### config.mk
export PLATFORM = sky130hd
export DESIGN_NAME = hcbp_out_fifo
export DESIGN_NICKNAME = d
export VERILOG_FILES = /design/src/hdl/hcbp_pkg.sv /design/src/hdl/hcbp_out_fifo.sv
export SDC_FILE = /design/constraint.sdc
export NUM_CORES = 1
export LEC_CHECK = 0
export BUFFER_PORTS_ARGS = -buffer_cell sky130_fd_sc_hd__clkbuf_2
export CAP_MARGIN = 20
export CORE_MARGIN = 1
export CORE_UTILIZATION = 61
export DETAILED_ROUTE_END_ITERATION = 6
export HOLD_SLACK_MARGIN = 0.03
export PLACE_DENSITY = 0.85
export SYNTH_ARGS = -nofsm -noshare
export SYNTH_HDL_FRONTEND = slang
export SYNTH_SLANG_ARGS = --single-unit
### constraint.sdc
create_clock -name clk -period 11.9 [get_ports clk]
set_clock_uncertainty 0.05 [all_clocks]
set_input_delay 1.19 -clock clk [delete_from_list [all_inputs] [get_ports clk]]
set_output_delay 1.19 -clock clk [all_outputs]
set_load 0.01 [all_outputs]
### src/hdl/hcbp_pkg.sv
// Shared types and constants for the Huffman code bit packer.
// Holds action and result codes, the code table entry and the result record.
// No dependencies.
package hcbp_pkg;

  localparam int WORD_BITS = 32;
  localparam int CODE_BITS = 32;
  localparam int SYMBOLS   = 256;
  localparam int SYM_W     = 8;
  localparam int LEN_W     = 6;
  localparam int CNT_W     = 5;

  localparam logic [LEN_W-1:0] LEN_CAP = LEN_W'(CODE_BITS < WORD_BITS ? CODE_BITS : WORD_BITS);

  localparam logic [1:0] ACT_LOAD   = 2'd0;
  localparam logic [1:0] ACT_ENCODE = 2'd1;
  localparam logic [1:0] ACT_FLUSH  = 2'd2;

  localparam logic [1:0] KIND_WORD  = 2'd0;
  localparam logic [1:0] KIND_TOTAL = 2'd1;
  localparam logic [1:0] KIND_ERROR = 2'd2;

  typedef struct packed {
    logic [CODE_BITS-1:0] word;
    logic [LEN_W-1:0]     len;
  } entry_t;

  typedef struct packed {
    logic [1:0]           kind;
    logic [WORD_BITS-1:0] packed_word;
    logic [31:0]          bit_total;
    logic                 last;
  } result_t;

endpackage

### src/hdl/hcbp_out_fifo.sv
// Four-entry result queue that takes up to two results per cycle.
// Depends on hcbp_pkg for the result record.
module hcbp_out_fifo (
  input  logic             clk,
  input  logic             rst_n,
  input  logic [1:0]       push_num,
  input  hcbp_pkg::result_t push_a,
  input  hcbp_pkg::result_t push_b,
  input  logic             pop,
  output logic             room2,
  output logic             not_empty,
  output hcbp_pkg::result_t head
);

  hcbp_pkg::result_t mem [4];
  logic [1:0] rd_ptr_r, wr_ptr_r;
  logic [2:0] level_r, level_nxt;

  assign not_empty = (level_r != 3'd0);
  assign room2     = (level_r <= 3'd2);
  assign head      = mem[rd_ptr_r];
  assign level_nxt = level_r + {1'b0, push_num} - {2'b00, pop};

  always_ff @(posedge clk) begin
    if (!rst_n) begin
      rd_ptr_r <= 2'd0;
      wr_ptr_r <= 2'd0;
      level_r  <= 3'd0;
    end else begin
      rd_ptr_r <= rd_ptr_r + {1'b0, pop};
      wr_ptr_r <= wr_ptr_r + push_num;
      level_r  <= level_nxt;
    end
  end

  always_ff @(posedge clk) begin
    if (push_num != 2'd0) begin
      mem[wr_ptr_r] <= push_a;
    end
    if (push_num == 2'd2) begin
      mem[wr_ptr_r + 2'd1] <= push_b;
    end
  end

endmodule

==> flow_summary.ini, run 1 <==
[global_routing]
grt_start_max_net_pins = 69
antenna_found_initial = 0
grt_usage_pct = 26.6
grt_pass1_vias = 8101
grt-ovfl-total = 0
grt_pass1_wl_mm = 44.3

[final_layout]
fin_cells = 1194
n_fill_cell = 1300
fin_nets = 1042
drive_above_1_share_pct = 56.0
diodes = 0
multiInputGateArea_um2 = 4870
seqCellArea_um2 = 8200
area_growth_pct = 16.4

[synth]
synth-simple-area-share_pct = 0.844
syn_inst = 692
synthMostInstantiatedCell = edfxtp_1
synthTopCellsByArea = edfxtp_1 60%, mux2_2 15%, mux4_2 11%
synth_top_area_share_pct = 60.3
synth_top_family_by_area = multiplexers
synthArstFlopShare_pct = 0
synth_edf_count = 268
synth_xor_area_share_pct = 0.403
ys_seq_area_share_pct = 61.4
yosysUniqueCellTypes = 27
synth_mux_area_share_pct = 34.0
ys_ff_latch = 275
synth_nets = 837
synth-main-ff-cell = edfxtp_1
synth.avg_cell_area_um2 = 19.3
synthAdderAreaFrac_pct = 0.619
ys_top_cells_by_count = 268 x edfxtp_1, 177 x mux2_2, 91 x mux2_1, 67 x mux4_2, 22 x buf_2
synth_area_um2 = 13300
yosysTopAreaCell = edfxtp_1
ys.warnings.count = 0
synth_compound_area_share_pct = 0.188

[timing]
worst_pin_slew_ns = 1.08
slew_headroom_pct = 28.2
rsz0062_at_grt = no
setup_violations = 0
fin_crit_sh_pct = 32.8
fin_tns_setup_ns = 0
final_max_slew_viol_count = 0
period_needed_ns = 3.90
hold_viol = 0
fmax_mhz = 256

[pwr]
powerDensity_nw_per_um2 = 162
intPower_w = 0.00191
sw_frac_of_total_pct = 23.9
combPwrFrac_pct = 16.0
peakVddDrop_mv = 0.121
leakage_nw = 5.54
clockPowerShare_pct = 35.2
p_seq_share_pct = 48.8
power_switching_w = 0.000602

[routing]
wl_per_cell_um = 24.6
vias = 7425
first_pass_iters = 5
remaining_drc_errors = 0
m1WireLength_mm = 11.2
drt_iter0_markers = 403
ant_nets = 0
top_layer = met4
wl_met2_mm = 15.4
dr_wl_met3_mm = 2.02
vias_per_cell = 6.22
routed_wl_mm = 29.3

[critical_path]
cp.arrival_ns = 2.66
end_kind = output port
cp_max_fo = 29
cp.required_ns = 10.66
path_class = reg2out
startpoint_type = flop

[flow_run]
drv_cap = 0

[clocking]
cts_inserted_buffers = 28
path_clk_slew_ns = 0.06
h-tree-depth = 1
cts_root_buffer = clkbuf_16
holdBufCountCts = 0
cts.sinks = 275
worstSkewPairLatency_ns = 0.52
ctsResizeCount = 0
cts_buffer_depth = 3
cts_tree = yes
postCtsSetupBuffers = 0

[die]
die_width_um = 150
core_area_um2 = 21200
start_util_pct = 62.9
pin_count = 208
die_h_um = 150
fp-row-count = 53
die_area_um2 = 22500

[hold_path]
worstHoldPathType = reg2reg

[placement]
place_inst = 1141
portBuffers = 207
hpwl_mm = 18.0
gp_congestion = 0.764

[run_status]
status = finished clean
[sequential cells by signal, indices dropped and copies added (netlist names)]
register	flops
rd_ptr_r	2
mem	268
wr_ptr_r	2
level_r	3
[cells in the final DEF, fill, tap and decap left out, types with 4 or more instances in the layout]
cell / count
bufinv_16: 4
mux2_1: 91
mux4_2: 67
clkbuf_1: 6
clkbuf_2: 207
mux2_2: 177
clkbuf_16: 29
and2_1: 5
inv_1: 7
edfxtp_1: 268
clkinv_1: 6
buf_4: 14
ha_1: 5
dfxtp_1: 5
clkinv_2: 4
[layer usage]
layer	global-route usage [%]	vias up
li1	-	3260
met1	32.9	3808
met2	47.0	305
met3	5.27	52
met4	8.48	0
met5	0	-
[power groups by stage]
stage | Clock [W] | Combinational (W) | Sequential, W
after global placement | 0 | 0.000388 | 0.00124
after global routing | 0.000932 | 0.000432 | 0.00124
after CTS | 0.000895 | 0.000404 | 0.00123
final | 0.000886 | 0.000402 | 0.00123
after detailed placement | 0 | 0.000401 | 0.00125
after floorplan | 0 | 0.000262 | 0.00124
[metrics by stage]
| step | power, W | util, % | hold slack (ns) | cell area, µm² | worst slack, ns |
|---|---|---|---|---|---|
| 5_1_grt | 0.00260 | 73.2 | 0.662 | 15500 | 7.81 |
| 3_3_place_gp | 0.00163 | 68.7 | 0.576 | 14600 | 8.30 |
| 2_1_floorplan | 0.00150 | - | 0.490 | 13300 | 5.11 |
| 3_5_place_dp | 0.00165 | 68.7 | 0.610 | 14600 | 8.22 |
| 6_report | 0.00252 | 73.2 | 0.626 | 15500 | 8.00 |
| 4_1_cts | 0.00253 | 73.1 | 0.620 | 15500 | 7.76 |
[critical path, cell delays in order, from the launching register on]
cell and delay, ns:
dfxtp_4 0.56, buf_4 0.51, buf_16 0.31, mux4_2 0.57, clkbuf_2 0.15
[path summary, 6_finish.rpt]
path,startpoint,cells after the start,slack (ns),to
max,rd_ptr_r[0]$_SDFF_PN0_,4,8.00,head[34]
min,level_r[2]$_SDFF_PN0_,2,0.63,level_r[2]$_SDFF_PN0_
max reg2reg,wr_ptr_r[1]$_SDFF_PN0_,3,9.02,mem[3][59]$_DFFE_PP_
min reg2reg,level_r[2]$_SDFF_PN0_,2,0.63,level_r[2]$_SDFF_PN0_
[kinds of logic (layout without fill, tap and decap cells)]
logic type,after synthesis,in the layout
and+or+nand+nor,14,14
buffers and inverters,54,281
adders and majority gates,6,6
DFF,275,275
muxes,336,336
xor gates and xnor gates,3,3
AOI/OAI and AO/OA,4,4
[layout make-up]
class / instances / share of cell area (%)
clock inverter: 17 / 1.20
tap: 275 / 2.21
multi-input combinational: 363 / 31.3
timing repair buffer: 222 / 7.52
inverter: 7 / 0.169
clock buffer: 35 / 4.82
sequential: 275 / 52.8
Power figures use the tool's default switching activity.
==> run 2: changes to the inputs <==
--- a/config.mk
+++ b/config.mk
@@ -8,10 +8,10 @@
 export BUFFER_PORTS_ARGS = -buffer_cell sky130_fd_sc_hd__clkbuf_2
 export CAP_MARGIN = 20
 export CORE_MARGIN = 1
-export CORE_UTILIZATION = 61
+export CORE_UTILIZATION = 57
 export DETAILED_ROUTE_END_ITERATION = 6
 export HOLD_SLACK_MARGIN = 0.03
-export PLACE_DENSITY = 0.85
+export PLACE_DENSITY = 0.8
 export SYNTH_ARGS = -nofsm -noshare
 export SYNTH_HDL_FRONTEND = slang
 export SYNTH_SLANG_ARGS = --single-unit
==> constraint.sdc (replaced) <==
create_clock -name clk -period 3.82 [get_ports clk]
set_clock_uncertainty 0.05 [all_clocks]
set_input_delay 0.382 -clock clk [delete_from_list [all_inputs] [get_ports clk]]
set_output_delay 0.382 -clock clk [all_outputs]
set_load 0.01 [all_outputs]
==> run 2 against run 1 <==
  * First-iteration DRC count grew 42%
  * Largest cell class unchanged
  * Routed wire length decreased by 1.9%
  * Global-route usage shrank 2.0 points
  * Sequential power grew to 3.1 times the previous value
  * Core utilization down 4.7 points
  * Highest routed layer unchanged
  * Critical endpoint is now head[66]
  * Largest power group unchanged
  * Clock power grew to 3.0 times the previous value
  * Clock-buffer cell count rose by 3
==> flow_summary.ini, run 2 (same netlist as run 1, synthesis figures left out) <==
[run_status]
status = finished clean

[clocking]
cts_inserted_buffers = 29
h-tree-depth = 1
cts_buffer_depth = 3
holdBufCountCts = 0
worstSkewPairLatency_ns = 0.52
cts_tree = yes
path_clk_slew_ns = 0.06
ctsResizeCount = 0
cts.sinks = 275
cts_root_buffer = clkbuf_16
postCtsSetupBuffers = 0

[routing]
wl_per_cell_um = 23.4
drt_iter0_markers = 572
routed_wl_mm = 28.8
vias_per_cell = 6.01
remaining_drc_errors = 0
vias = 7388
first_pass_iters = 4
ant_nets = 0

[critical_path]
cp_max_fo = 24
startpoint_type = flop
end_kind = output port
cp.arrival_ns = 2.39
cp.required_ns = 3.39
path_class = reg2out
rr_worst_depth = 3
rr_startpoint = wr_ptr_r[1]$_SDFF_PN0_
reg2reg_to = mem[3][60]$_DFFE_PP_
rrSetupSlack_ns = 1.39

[placement]
portBuffers = 207
hpwl_mm = 16.8
dpl_worst_slack_ns = 1.35
place_area_um2 = 14700
gp_congestion = 0.765

[die]
start_util_pct = 58.6
die_h_um = 155
die_width_um = 155
pin_count = 208
fp-row-count = 55
core_area_um2 = 22800
die_area_um2 = 24000

[pwr]
powerDensity_nw_per_um2 = 496
leakage_nw = 5.55
p_total_w = 0.00773
peakVddDrop_mv = 0.376

[timing]
fin_crit_sh_pct = 74.0
rsz0062_at_grt = no
fmax_mhz = 354
slew_headroom_pct = 26.5
final_max_slew_viol_count = 0
setup_ws_ns = 0.995
worst_pin_slew_ns = 1.10
hold_viol = 0
setup_violations = 0
period_needed_ns = 2.83

[hold_path]
min_delay_worst_endpoint = rd_ptr_r[1]$_SDFF_PN0_
worstHoldPathType = in2reg
min_from = rst_n
holdPathStages = 2

[final_layout]
largest_register_ffs = 268
mostFrequentLayoutCell = edfxtp_1
design_area_um2 = 15600
layout_common_cells = 268 x edfxtp_1, 207 x clkbuf_2, 177 x mux2_2, 91 x mux2_1, 67 x mux4_2
diodes = 0
fin_nets = 1039
top_regs = mem (268), level_r (3)
n_fill_cell = 1513
drive_above_1_share_pct = 56.3
regMostFlops = mem
area_growth_pct = 16.9

[global_routing]
grt_pass1_vias = 8074
grt_start_max_net_pins = 69
grt_pass1_wl_mm = 44.5
antenna_found_initial = 0
grt-ovfl-total = 0
grt_usage_pct = 24.6

[flow_run]
drv_cap = 0
[run 2: worst max-delay path by stage]
stage / slack, ns / start / endpoint / cells after the start
after detailed placement: 1.35 / push_num[0] / mem[3][60]$_DFFE_PP_ / 4
after floorplan: -0.16 / push_num[1] / mem[1][0]$_DFFE_PP_ / 3
final: 0.99 / rd_ptr_r[0]$_SDFF_PN0_ / head[66] / 3
after CTS: 0.91 / rd_ptr_r[0]$_SDFF_PN0_ / head[0] / 3
after global placement: 1.39 / push_num[0] / mem[3][64]$_DFFE_PP_ / 4
after global routing: 0.82 / rd_ptr_r[0]$_SDFF_PN0_ / head[46] / 3
[run 2: metrics by stage]
stage	util, %	std cells	hold WS [ns]	TNS (ns)
floorplan	-	692	0.454	-21.63
global placement	64.5	1176	0.580	0
detailed placement	64.5	1176	0.620	0
CTS	68.5	1229	0.108	0
global route	68.5	1229	0.123	0
finish	68.5	1229	0.119	0
[run 2: critical path: stages, from the launching register on]
cell and delay [ns]:
dfxtp_4 0.72, buf_4 0.43, mux4_2 0.56, clkbuf_2 0.16
[run 2: power breakdown]
part	leakage [nW]	switching, W	internal, W	total [W]
sequential	2.57	0.000124	0.00370	0.00382
clock	0.451	0.00112	0.00154	0.00266
combinational	2.52	0.000640	0.000612	0.00125
[run 2: layer usage]
layer	global-route usage (%)	routed length, µm	vias up
met3	4.43	1630	41
met1	31.7	11500	3875
met4	6.32	552	0
met2	43.2	15100	219
li1	-	-	3253
met5	0	0	-
[run 2: area by class of cell]
type | count | area, µm² | area share, %
timing repair buffer | 218 | 1220 | 7.81
tap | 313 | 392 | 2.51
sequential | 275 | 8200 | 52.5
multi-input combinational | 363 | 4870 | 31.2
inverter | 7 | 26.3 | 0.168
clock inverter | 15 | 103 | 0.658
clock buffer | 38 | 800 | 5.12
==> run 3: changes to the inputs <==
--- a/config.mk
+++ b/config.mk
@@ -5,13 +5,14 @@
 export SDC_FILE = /design/constraint.sdc
 export NUM_CORES = 1
 export LEC_CHECK = 0
+export ABC_AREA = 1
 export BUFFER_PORTS_ARGS = -buffer_cell sky130_fd_sc_hd__clkbuf_2
 export CAP_MARGIN = 20
 export CORE_MARGIN = 1
-export CORE_UTILIZATION = 57
+export CORE_UTILIZATION = 52
 export DETAILED_ROUTE_END_ITERATION = 6
 export HOLD_SLACK_MARGIN = 0.03
-export PLACE_DENSITY = 0.8
+export PLACE_DENSITY = 0.77
 export SYNTH_ARGS = -nofsm -noshare
 export SYNTH_HDL_FRONTEND = slang
 export SYNTH_SLANG_ARGS = --single-unit
==> constraint.sdc (replaced) <==
create_clock -name clk -period 2.29 [get_ports clk]
set_clock_uncertainty 0.05 [all_clocks]
set_input_delay 0.229 -clock clk [delete_from_list [all_inputs] [get_ports clk]]
set_output_delay 0.229 -clock clk [all_outputs]
set_load 0.01 [all_outputs]
==> run 3 against run 2 <==
  * Routed wire length is 26% higher
  * Sequential cell count stayed put
  * Non-clock buffer count is 167 higher
  * First-iteration DRC count is 71% higher
  * Register-to-register slack worse by 1.3 ns
  * Sequential share of layout area is 6.6 points lower
  * Critical path depth is 4 higher
  * Global-route usage is 1.1 points higher
  * Via count is 62% higher
  * Clock-buffer cell count is 5 lower
  * Critical path type is now reg2reg
  * Critical endpoint is now mem[3][63]$_DFFE_PP_
  * Highest routed layer unchanged
==> flow_summary.ini, run 3 <==
[critical_path]
critical_path.n_buffers_inverters = 3
path_class = reg2reg
worstSetupPathDepth = 7
endpoint = mem[3][63]$_DFFE_PP_
rr_worst_depth = 7
rrSetupSlack_ns = 0.07
crit_chain = inv_2 -> nor2_2 -> nand2_4 -> buf_12 -> nand2_1 -> o21ai_0 -> dlygate4sd3_1
startpoint_type = flop
cp_slowest_cell = dlygate4sd3_1
cp_max_fo = 70
reg2reg_to = mem[3][63]$_DFFE_PP_
crit_path_max_incr_delay_ns = 0.60
path_delay_family = buffers and inverters
crit_start = wr_ptr_r[1]$_SDFF_PN0_
cp.required_ns = 2.52
end_kind = flop
rr_startpoint = wr_ptr_r[1]$_SDFF_PN0_
cp.arrival_ns = 2.45

[placement]
hpwl_mm = 19.3
gp_congestion = 0.799
place_inst = 1970
portBuffers = 207

[final_layout]
seqCellArea_um2 = 8200
mostFrequentLayoutCell = nand2_1
top_regs = mem (268), level_r (3)
area_growth_pct = 29.1
final_util_pct = 68.5
n_fill_cell = 1872
fin_nets = 1969
multiInputGateArea_um2 = 4340
drive_above_1_share_pct = 15.9
fin_cells = 2185
largest_register_ffs = 268
regMostFlops = mem
layout_common_cells = 418 x nand2_1, 268 x edfxtp_1, 214 x inv_1, 207 x clkbuf_2, 204 x o21ai_0

[timing]
setup_violations = 0
fin_tns_setup_ns = 0
period_needed_ns = 2.22
fmax_mhz = 451
rsz0062_at_grt = no
fin_crit_sh_pct = 96.9
worst_pin_slew_ns = 0.466
slew_headroom_pct = 68.9
final_max_slew_viol_count = 0
hold_viol = 0

[synth]
ys_top_cells_by_count = 422 x nand2_1, 268 x edfxtp_1, 214 x inv_1, 204 x o21ai_0, 131 x o21ai_1
synth-main-ff-cell = edfxtp_1
synth_area_um2 = 13800
synth_edf_count = 268
synth.avg_cell_area_um2 = 9.17
ys_ff_latch = 275
synthArstFlopShare_pct = 0
synthMostInstantiatedCell = nand2_1
yosysTopAreaCell = edfxtp_1
synth_nets = 1653
syn_inst = 1508
yosysUniqueCellTypes = 22
synthTopCellsByArea = edfxtp_1 58%, nand2_1 11%, o21ai_0 7.4%
synth_top_area_share_pct = 58.2
ys.warnings.count = 0
ys_seq_area_share_pct = 59.2

[hold_path]
min_from = push_b[26]
worstHoldPathType = in2reg

[pwr]
p_total_w = 0.0139
power_switching_w = 0.00355
powerDensity_nw_per_um2 = 777
combPwrFrac_pct = 17.5
sw_frac_of_total_pct = 25.5
leakage_nw = 7.99
clockPowerShare_pct = 37.8
p_seq_share_pct = 44.7
peakVddDrop_mv = 0.605
intPower_w = 0.0103

[routing]
remaining_drc_errors = 0
vias = 12000
drt_iter0_markers = 978
wl_per_cell_um = 16.6
vias_per_cell = 5.48
first_pass_iters = 6
routed_wl_mm = 36.2
ant_nets = 0

[die]
fp-row-count = 59
core_area_um2 = 26100
pin_count = 208
start_util_pct = 53.1
die_h_um = 165
die_width_um = 165
die_area_um2 = 27300

[global_routing]
grt_start_max_net_pins = 158
grt_pass1_vias = 11700
grt_pass1_wl_mm = 55.2
antenna_found_initial = 4
grt_usage_pct = 25.7
grt-ovfl-total = 0

[clocking]
h-tree-depth = 1
cts_buffer_depth = 3
worstSkewPairLatency_ns = 0.54
cts_tree = yes
cts.sinks = 275
path_clk_slew_ns = 0.06
cts_root_buffer = clkbuf_16
cts_inserted_buffers = 29

[run_status]
status = finished clean

[flow_run]
drv_cap = 0
## run 3: cell types whose count changed after synthesis, sizes merged, moves of 6 or more
| cell | change |
|---|---|
| buf | +21 |
| clkbuf | +32 |
| o211ai | +67 |
| inv | +210 |
| nand2 | +425 |
| o21ai | +334 |
| mux4 | -67 |
| a21oi | +69 |
| mux2 | -268 |
| nor2 | +6 |
## run 3: worst min-delay path: cells and delay by family
kind,cells,cell delay (ns)
buf+inv,2,0.16
compound gates,1,0.12
## run 3: cell families after synthesis
logic type | count (synthesis) | share of synthesized area [%]
buffers and inverters | 317 | 9.81
and+or+nand+nor | 438 | 12.1
adders and majority gates | 6 | 0.597
AOI/OAI and AO/OA | 472 | 18.3
DFF | 275 | 59.2
## run 3: worst min-delay path by stage
stage	to	slack, ns	cells after the start
2_1_floorplan	level_r[0]$_SDFF_PN0_	0.27	2
3_3_place_gp	level_r[0]$_SDFF_PN0_	0.48	3
3_5_place_dp	wr_ptr_r[0]$_SDFF_PN0_	0.49	3
4_1_cts	mem[2][20]$_DFFE_PP_	0.03	3
5_1_grt	mem[2][20]$_DFFE_PP_	0.04	3
6_report	mem[2][26]$_DFFE_PP_	0.04	3
## run 3: per-stage QoR
step | hold slack [ns] | cell area, µm² | setup slack (ns)
floorplan | 0.272 | 13800 | 0.0867
global placement | 0.477 | 15200 | 0.332
detailed placement | 0.489 | 15200 | 0.309
global route | 0.0411 | 17900 | 0.0138
finish | 0.0388 | 17900 | 0.0716
CTS | 0.0304 | 17800 | 0.0596
## run 3: final cells by class
| type | instances | share of cell area [%] |
|---|---|---|
| Clock buffer | 33 | 4.15 |
| Timing Repair Buffer | 385 | 16.8 |
| Multi-Input combinational cell | 916 | 24.3 |
| Inverter | 217 | 4.56 |
| Tap cell | 335 | 2.35 |
| Clock inverter | 20 | 1.84 |
| Sequential cell | 275 | 45.9 |
| Antenna cell | 4 | 0.0561 |
## run 3: metal layers
metal,part of all wire [%],GRT usage (%),vias to the layer above
met5,0,0,-
met4,3.2,9.76,0
met3,8.3,4.82,99
met2,52,47.4,543
met1,37,29.3,5606
li1,-,-,5734
## run 3: power groups by stage
stage	clock network, W	logic [W]	registers [W]
after CTS	0.00529	0.00237	0.00620
after global placement	0	0.00207	0.00628
after floorplan	0	0.00131	0.00628
after detailed placement	0	0.00214	0.00631
after global routing	0.00548	0.00271	0.00624
final	0.00525	0.00243	0.00621
## run 3: what timing repair did
action                                 CTS  global route
gates resized for setup                  0             3
endpoints found under the hold margin  273             0
setup endpoints to repair                0            31
setup buffers                            0             3
hold buffers                           153             0
